--- config.mk ---
export PLATFORM = sky130hd
export DESIGN_NAME = dcg_ctrl
export DESIGN_NICKNAME = d
export VERILOG_FILES = /design/src/rtl/core/dcg_pkg.sv /design/src/rtl/core/dcg_ctrl.sv
export SDC_FILE = /design/constraint.sdc
export NUM_CORES = 1
export LEC_CHECK = 0
export BUFFER_PORTS_ARGS = -buffer_cell sky130_fd_sc_hd__buf_4
export CORE_AREA = 8 8 46 48
export CTS_BUF_LIST = sky130_fd_sc_hd__clkbuf_16
export DETAILED_ROUTE_END_ITERATION = 12
export DIE_AREA = 0 0 54 56
export PLACE_DENSITY = 0.75
export SYNTH_ARGS = -nofsm -noshare
export SYNTH_HDL_FRONTEND = slang
export SYNTH_SLANG_ARGS = --single-unit
--- constraint.sdc ---
create_clock -name clk -period 3.3 [get_ports clk]
set_input_delay 0.495 -clock clk [delete_from_list [all_inputs] [get_ports clk]]
set_output_delay 0.495 -clock clk [all_outputs]
set_load 0.005 [all_outputs]
--- src/rtl/core/dcg_pkg.sv ---
// dcg_pkg: shared types and constants of the coincidence grouper
// no dependencies
package dcg_pkg;
	localparam int MaxSignalsDef = 64;
	localparam int MetaW = 224;
	localparam int TimeW = 48;
	localparam int AmpW = 32;
	localparam int DetW = 4;
	localparam int CfgIdxW = 2;
	localparam int CfgDataW = 32;
	localparam int GroupW = 6;
	localparam int SlotW = 6;

	localparam logic [CfgIdxW-1:0] CFG_THRESH = 2'd0;
	localparam logic [CfgIdxW-1:0] CFG_WINDOW = 2'd1;
	localparam logic [CfgIdxW-1:0] CFG_OFFSET = 2'd2;
	localparam logic [CfgIdxW-1:0] CFG_LIMIT  = 2'd3;

	localparam logic OP_LOAD  = 1'b0;
	localparam logic OP_BUILD = 1'b1;

	typedef struct packed {
		logic [31:0] run_id;
		logic [31:0] event_time;
		logic [63:0] ps_time;
		logic [31:0] bunch_number;
		logic [31:0] ps_pulse;
		logic [31:0] pulse_intensity;
		logic [3:0] detector;
		logic signed [47:0] flight_time;
		logic signed [31:0] amplitude;
		logic opcode;
	} in_item_t;

	typedef struct packed {
		logic [5:0] group_number;
		logic [5:0] member_slot;
		logic [3:0] member_detector;
		logic signed [47:0] member_time;
		logic signed [31:0] member_amplitude;
		logic last_of_group;
		logic all_done;
	} out_item_t;

	// controller to datapath
	typedef struct packed {
		logic load;        // write input item into store at hit count
		logic rd_anchor;   // read store at anchor cursor
		logic cap_anchor;  // capture anchor read data
		logic rd_scan;     // read store at scan index
		logic scan_init;   // scan index = cursor + 1
		logic scan_step;   // advance scan index
		logic cursor_inc;  // advance anchor cursor
		logic mark;        // mark scan entry and anchor used
		logic hold_emit;   // emit current candidate into pending
		logic emit_anchor; // next emit is anchor
		logic emit_done;   // emit done item
		logic flush;       // flush pending as last of group
		logic grp_inc;     // bump group counter
	} dcg_cmd_t;

	// datapath to controller
	typedef struct packed {
		logic cursor_end;  // no anchor left
		logic scan_end;    // scan index past last hit
		logic anchor_ok;   // anchor unused and above threshold
		logic match;       // scan entry joins group
		logic pend_valid;  // a member waits for its successor
		logic out_busy;    // output register full and not taken
	} dcg_stat_t;
endpackage

--- src/rtl/core/dcg_ctrl.sv ---
// dcg_ctrl: sequencer for load and build steps
// depends on dcg_pkg
module dcg_ctrl (
	input logic clk,
	input logic arst_n,
	input logic in_valid,
	input logic in_opcode,
	output logic in_ready,
	input dcg_pkg::dcg_stat_t stat,
	output dcg_pkg::dcg_cmd_t cmd
);
	import dcg_pkg::*;
	typedef enum logic [7:0] {
		S_IDLE = 8'b00000001,
		S_AREAD = 8'b00000010,
		S_ACHK = 8'b00000100,
		S_SREAD = 8'b00001000,
		S_SCHK = 8'b00010000,
		S_ANCH = 8'b00100000,
		S_FLUSH = 8'b01000000,
		S_DONE = 8'b10000000
	} state_t;
	state_t state_q, state_d;
	logic found_q, found_d;

	assign in_ready = (state_q == S_IDLE);

	// next state and commands
	always_comb begin
		state_d = state_q;
		found_d = found_q;
		cmd = '0;
		case (state_q)
			S_IDLE: if (in_valid) begin
				if (in_opcode == OP_LOAD) cmd.load = 1'b1;
				else state_d = S_AREAD;
			end
			S_AREAD: begin
				if (stat.cursor_end) state_d = S_DONE;
				else begin
					cmd.rd_anchor = 1'b1;
					cmd.cursor_inc = 1'b1;
					cmd.scan_init = 1'b1;
					state_d = S_ACHK;
				end
			end
			S_ACHK: begin
				cmd.cap_anchor = 1'b1;
				found_d = 1'b0;
				state_d = stat.anchor_ok ? S_SREAD : S_AREAD;
			end
			S_SREAD: begin
				if (stat.scan_end) state_d = found_q ? S_FLUSH : S_AREAD;
				else begin
					cmd.rd_scan = 1'b1;
					cmd.scan_step = 1'b1;
					state_d = S_SCHK;
				end
			end
			S_SCHK: begin
				if (stat.match) begin
					if (!stat.out_busy) begin
						if (!found_q) begin
							cmd.hold_emit = 1'b1;
							cmd.emit_anchor = 1'b1;
							found_d = 1'b1;
							state_d = S_ANCH;
						end else begin
							cmd.hold_emit = 1'b1;
							cmd.mark = 1'b1;
							state_d = S_SREAD;
						end
					end
				end else state_d = S_SREAD;
			end
			S_ANCH: if (!stat.out_busy) begin
				cmd.hold_emit = 1'b1;
				cmd.mark = 1'b1;
				state_d = S_SREAD;
			end
			S_FLUSH: if (!stat.out_busy) begin
				cmd.flush = 1'b1;
				cmd.grp_inc = 1'b1;
				state_d = S_IDLE;
			end
			S_DONE: if (!stat.out_busy) begin
				cmd.emit_done = 1'b1;
				state_d = S_IDLE;
			end
			default: state_d = S_IDLE;
		endcase
	end

	always_ff @(posedge clk or negedge arst_n) begin
		if (!arst_n) begin
			state_q <= S_IDLE; found_q <= 1'b0;
		end else begin
			state_q <= state_d; found_q <= found_d;
		end
	end
endmodule

Yosys cells after proc, flatten, opt, wreduce, memory -nomap -nowiden

Cells that the tools add are included.

Bitwise operators: 0
Muxes and demuxes: 33
$add $sub $neg: 0
Div/mod/pow operators: 0
Reductions and logical operators: 4
Equal/unequal tests: 15
Magnitude comparators: 0
Shifts and indexed selects: 0
Multiply operators: 0

Operators with widths:

| operator           | count |
|---|---|
| $mux 8             | 7 |
| $pmux 8 s7         | 1 |
| $mux 1             | 15 |
| $mux 7             | 2 |
| $ne 2x2->1 const B | 6 |
| $eq 8x1->1 const B | 1 |
| $eq 8x2->1 const B | 1 |
| $eq 8x3->1 const B | 1 |
| $eq 8x4->1 const B | 1 |
| $eq 8x5->1 const B | 1 |
| $eq 8x6->1 const B | 1 |
| $eq 8x7->1 const B | 1 |
| $eq 8x8->1 const B | 1 |
| $mux 3             | 2 |
| $mux 6             | 1 |
| $reduce_and 5->1   | 1 |
| $mux 2             | 2 |
| $mux 4             | 1 |
| $pmux 2 s2         | 1 |
| $ne 3x3->1 const B | 1 |
| $reduce_and 3->1   | 1 |
| $pmux 1 s2         | 1 |
| $reduce_bool 2->1  | 1 |
| $reduce_or 2->1    | 1 |

Output and inout bits: 14
Memory bits (writable): 0
Memories: 0
Logic and storage cells: 54
Input port bits: 10
Memory bits (read-only): 0
Latch bits: 0
Register bits: 9

Longest topological paths before layout

Gate-level depths: netlist of the first run.

Depth in word-level cells: 4
Gate-level depth with buffers: 5

Worst setup path after synthesis of the first run

Ideal clock, no wire load.

Path kind: flip-flop to output port
Start point: register state_q[1]
End point: output cmd[1] (netlist name)
Slack: 0.990 ns
Cell stages (with the launch flop): 5
Arrival: 1.815 ns
Data required time: 2.805 ns
Path through: dfrtp_1 > or4_1 > or3_1 > nor4b_1 > buf_4

RTL lines:

| element                  | line           | source |
|---|---|---|
| start: declaration       | dcg_ctrl.sv:23 | `state_t state_q, state_d;` |
| start signal: assignment | dcg_ctrl.sv:98 | `state_q <= state_d; found_q <= found_d;` |
| end: declaration         | dcg_ctrl.sv:10 | `output dcg_pkg::dcg_cmd_t cmd` |

==> metrics.txt, run 1 <==
Reg clk slew, reported paths=40 ps; die height=56 um; vias in the first global route=610; CTS tree=built; Post-synth top cells=dfrtp_1, nor2_1, nand2_1; synthesized instance count=73; status=complete, no violations; cts repair resizes=0; clock buffer depth=2; final setup fails=0; Synth Warn #=0; pwr/cell area=682 mW/mm2; Hold Crit Class=in -> async; Worst Tran Pin Value=419 ps; Fin. Hold Viols=0; Antenna diodes=0; Worst IR Drop VDD=0.437 mV; share of the synthesized area in the top cell type=30.9%; antenna-violating nets left=0; DP HPWL=1400 um; Post-synth EDFFs=0; fin crit share=78.8%; WL per Instance=15.9 um; H-tree levels=1; Crit Path Max Fanout=7; CORE AREA=0.00144 mm2; Area Overhead vs Synth=35.5%; fin. max-slew vios=0; post-synth top area cell=dfrtp_1; I/O Buffers=22; Ports=24; Final Power=0.000599 W; Die Width=54 um; vias per inst=5.95; Required @ worst endpoint=2800 ps; Clock Sinks=9; die area=0.00302 mm2; First-pass DRT Iterations=4; WL final=1750 um; Rel. slew slack=71.4%; FFs w/ async S/R, synth=100%; Hold Buf Count CTS=0; Vias=655; Setup Buffers After CTS=0; DRT iter0 DRCs=11; synth unique cells=34; largest cells by area after synthesis=dfrtp_1, buf_4, nor2_1; startpoint type of the worst setup path=flop; Initial Util=45.1%; syn nets=83; initial antenna violation count=0; Final #Nets=105; share of layout cells above drive strength 1=35.1%; RePlAce Congestion=0.866; crit path time final=2600 ps; Setup crit end kind=output pin; FF+latch count, synth=9; crit path kind=reg -> out; FMAX=0.385 GHz; synthesized area=648 um2; # DRC=0; Layout Skew=4.20 ps; Most used DFF post-synth=dfrtp_1; sequential share of the synthesized area=34.9%; LEAKAGE=0.395 nW; all-layer global routing usage=12.3%; Worst-Skew Late Latency=240 ps; Rows=14; global-route wire length before repair=2880 um; cts bufs inserted=3; crit path DAT=2100 ps; grt total ovfl=0; largest net degree at the start of global routing=10; clk root buf=clkbuf_16; RSZ-0062 raised after global routing=false; Syn Area/Cell=8.88 um2; Max-Cap Viols=0; Setup TNS=0 ps
worst paths after layout:
check                             endpoint  slack [ps]  startpoint  cells after the start
worst max-delay path                cmd[0]         700  state_q[4]                      4
worst min-delay path            state_q[5]          80      arst_n                      1
worst max register to register  state_q[6]        1220  state_q[7]                      5
worst min register to register  state_q[7]         620  state_q[7]                      1
max in group asynchronous       state_q[0]        3010      arst_n                      1
min in group clk                state_q[2]         440     stat[5]                      2
cells by family (layout without fill, tap and decap cells):
group	after synthesis	after routing	share of synthesized area (%)
flip-flops	9	9	34.9
buffers and inverters	9	30	7.53
XOR/XNOR	1	1	1.35
AND/OR/NAND/NOR	38	38	38.4
AO/OA/AOI/OAI	16	16	17.8
registers in the layout (all words and copies together), names as in the netlist:
signal,flops
state_q,8
found_q,1
through the flow:
| step | util [%] | worst slack (ps) | hold slack, ps | std cells | cell area, um2 |
|---|---|---|---|---|---|
| global placement | 55.7 | 978 | 327 | 106 | 800 |
| finish | 61.1 | 701 | 76.2 | 110 | 878 |
| CTS | 61.1 | 681 | 80.6 | 110 | 878 |
| detailed placement | 55.7 | 931 | 327 | 106 | 800 |
| global route | 61.1 | 547 | 86.5 | 110 | 878 |
| floorplan | - | 990 | 199 | 73 | 648 |
power by group:
group	switching (W)	internal, W	total, W
Combinational	0.000113	0.0000997	0.000213
Clock	0.0000532	0.000158	0.000212
Sequential	0.0000364	0.000138	0.000175
metal layers:
layer	routed length, um	track usage (%)	share of wire [%]
met1	725	14.7	42
met2	824	17.6	47
met3	152	4.81	8.7
met4	42	7.39	2.4
met5	0	0	0
area by class of cell:
cell class                      count  area, um2
Tap cell                           16       20.0
Fill cell                         141        558
Inverter                            4       15.0
Clock buffer                        3       75.1
Clock inverter                      1       3.75
Multi-Input combinational cell     55        373
Timing Repair Buffer               22        165
Sequential cell                     9        226
cells in the final DEF (no fill, tap or decap):
cell type and instances:
and3b_1 1, or4_1 1, xnor2_1 1, a211oi_1 1, o21ai_0 4, o32ai_1 1, clkbuf_16 3, nor4b_2 1
nor2_2 1, nand3b_1 1, dfrtp_1 8, nor4_4 1, a32o_1 2, nor2_1 8, or3_4 1, o32a_1 1
nor4b_1 2, nor3_1 3, a2111oi_0 1, or4_4 1, or3_1 2, a21oi_1 3, a31o_2 1, nand2_1 5
o2111ai_1 1, nor2b_1 3, nor4_1 1, o21bai_1 1, buf_4 22, nand2b_1 3, and2_1 2, dfstp_2 1
inv_1 5, nor3_2 1
critical path: stages, from the launching register on:
cell     delay, ps
dfrtp_1        440
or4_1          530
or3_1          350
nor4b_1        360
buf_4          190
Note: power is estimated with default switching activity, not from simulation.
==> run 2: changes to the inputs <==
Settings changed: CORE_AREA 8 8 46 48 to 8 8 49 51, DIE_AREA 0 0 54 56 to 0 0 57 59, PLACE_DENSITY 0.75 to 0.69.
Clock period 3.3 ns to 2.3 ns, I/O delays scaled along.
==> run 2 against run 1 <==
The run now ends with setup timing left. Setup slack lost 720 ps. Critical endpoint is now cmd[3]. Final cell count grew 12%. Largest power group unchanged. Utilization shrank 0.089 points. Critical path depth stayed put. Critical path type unchanged. First-iteration DRC count up 45%. Sequential cell count stayed put. Register-to-register slack worse by 970 ps. Worst hold slack improved by 200 ps. Clock power increased by 45%.
==> metrics.txt, run 2 (synthesized netlist as in run 1, its figures left out) <==
status=complete, but fails checks; failing checks=setup timing; DP HPWL=1430 um; initial antenna violation count=0; Clock Sinks=9; die height=59 um; Final #Nets=117; Die Width=57 um; RSZ-0062 raised after global routing=true; DRT iter0 DRCs=16; crit path kind=reg -> out; DR top layer=met4; largest registers=state_q x8, found_q x1; worst slack, placed=114 ps; Reg clk slew, reported paths=40 ps; pwr/cell area=968 mW/mm2; clk root buf=clkbuf_16; Required @ worst endpoint=1960 ps; DP Area=846 um2; Worst Path Buf+Inv=1; grt total ovfl=0; share of layout cells above drive strength 1=45.3%; crit-path max cell delay=570 ps; CP Cell Sequence=or4_4, or3_4, nor4_4, buf_4; M1 WL=827 um; I/O Buffers=22; WL per Instance=15.8 um; global-route wire length before repair=3240 um; Vias=669; Final Cell Area=0.00101 mm2; most common cell after layout, fill and taps aside=buf_4; Layout Skew=3.24 ps; Critical R2R Launch=state_q[7]; Antenna diodes=0; CORE AREA=0.00165 mm2; fin. max-slew vios=0; Worst Setup SP=state_q[7]; Initial Util=39.2%; LEAKAGE=0.472 nW; Worst IR Drop VDD=0.628 mV; # DRC=0; delay-heaviest family, CP=simple AND/OR/NAND/NOR gates; largest net degree at the start of global routing=10; antenna-violating nets left=0; FF-to-FF setup slack=250 ps; slowest stage cell, crit path=or4_4; max reg flops=8; FMAX=0.431 GHz; Crit Path Max Fanout=4; most frequent cells in the layout=buf_4, nor2_1, dfrtp_1, nand2_1, inv_1; fin crit share=101%; Worst-Skew Late Latency=240 ps; crit path DAT=1980 ps; Most flops, register=state_q; die area=0.00336 mm2; cts bufs inserted=3; Rel. slew slack=73.4%; Final WS setup=-20.2 ps; met3 wire len=120 um; all-layer global routing usage=12.2%; WL final=1950 um; Max-Cap Viols=0; CTS tree=built; Setup crit end kind=output pin; vias in the first global route=688; Hold Crit Class=in -> reg; H-tree levels=1; Final Power=0.000976 W; Area Overhead vs Synth=55.6%; RePlAce Congestion=0.880; First-pass DRT Iterations=4; Fin. Hold Viols=0; clock buffer depth=2; vias per inst=5.44; Rows=15; met2 routed WL=956 um; startpoint type of the worst setup path=flop; Ports=24; Hold Startpoint=stat[5]; final setup fails=3; Worst Tran Pin Value=395 ps; crit path time final=2320 ps
==> run 2: final cells by class <==
type	count	area, um2
clock buffer	3	75.1
inverter	4	15.0
multi-input combinational	55	409
clock inverter	1	3.75
timing repair buffer	34	258
sequential	9	226
fill	137	643
tap	17	21.3
==> run 2: final timing paths <==
path,to,depth (start not counted)
worst min register to register,state_q[7],2
min in group asynchronous,state_q[2],2
worst max register to register,state_q[6],6
worst max-delay path,cmd[3],4
worst min-delay path,state_q[2],2
max in group asynchronous,state_q[0],2
==> run 2: where the power goes <==
part | switching, W | internal (W) | leakage, nW
logic | 0.000199 | 0.000226 | 0.312
registers | 0.0000452 | 0.000199 | 0.118
clock network | 0.0000797 | 0.000228 | 0.0423
==> run 2: routing by layer <==
| layer | vias up | GRT usage (%) |
|---|---|---|
| met2 | 20 | 20.8 |
| li1 | 334 | - |
| met4 | 0 | 5.03 |
| met5 | - | 0 |
| met1 | 311 | 13.5 |
| met3 | 4 | 4.08 |
==> run 2: through the flow <==
stage / instances / TNS [ps] / hold slack [ps] / util, %
2_1_floorplan: 73 / 0 / 49.4 / -
3_3_place_gp: 113 / 0 / 175 / 51.2
3_5_place_dp: 113 / 0 / 178 / 51.2
4_1_cts: 122 / -21.2 / 279 / 59.7
5_1_grt: 123 / -459 / 287 / 61.1
6_report: 123 / -44.3 / 279 / 61.1
==> run 2: timing repair <==
action / 4_1_cts / 5_1_grt
resized for setup: 4 / 2
endpoints found under the hold margin: 8 / 0
setup endpoints to repair: 6 / 10
hold buffers: 1 / 0
pin swaps: 1 / 1
setup buffers: 4 / 1
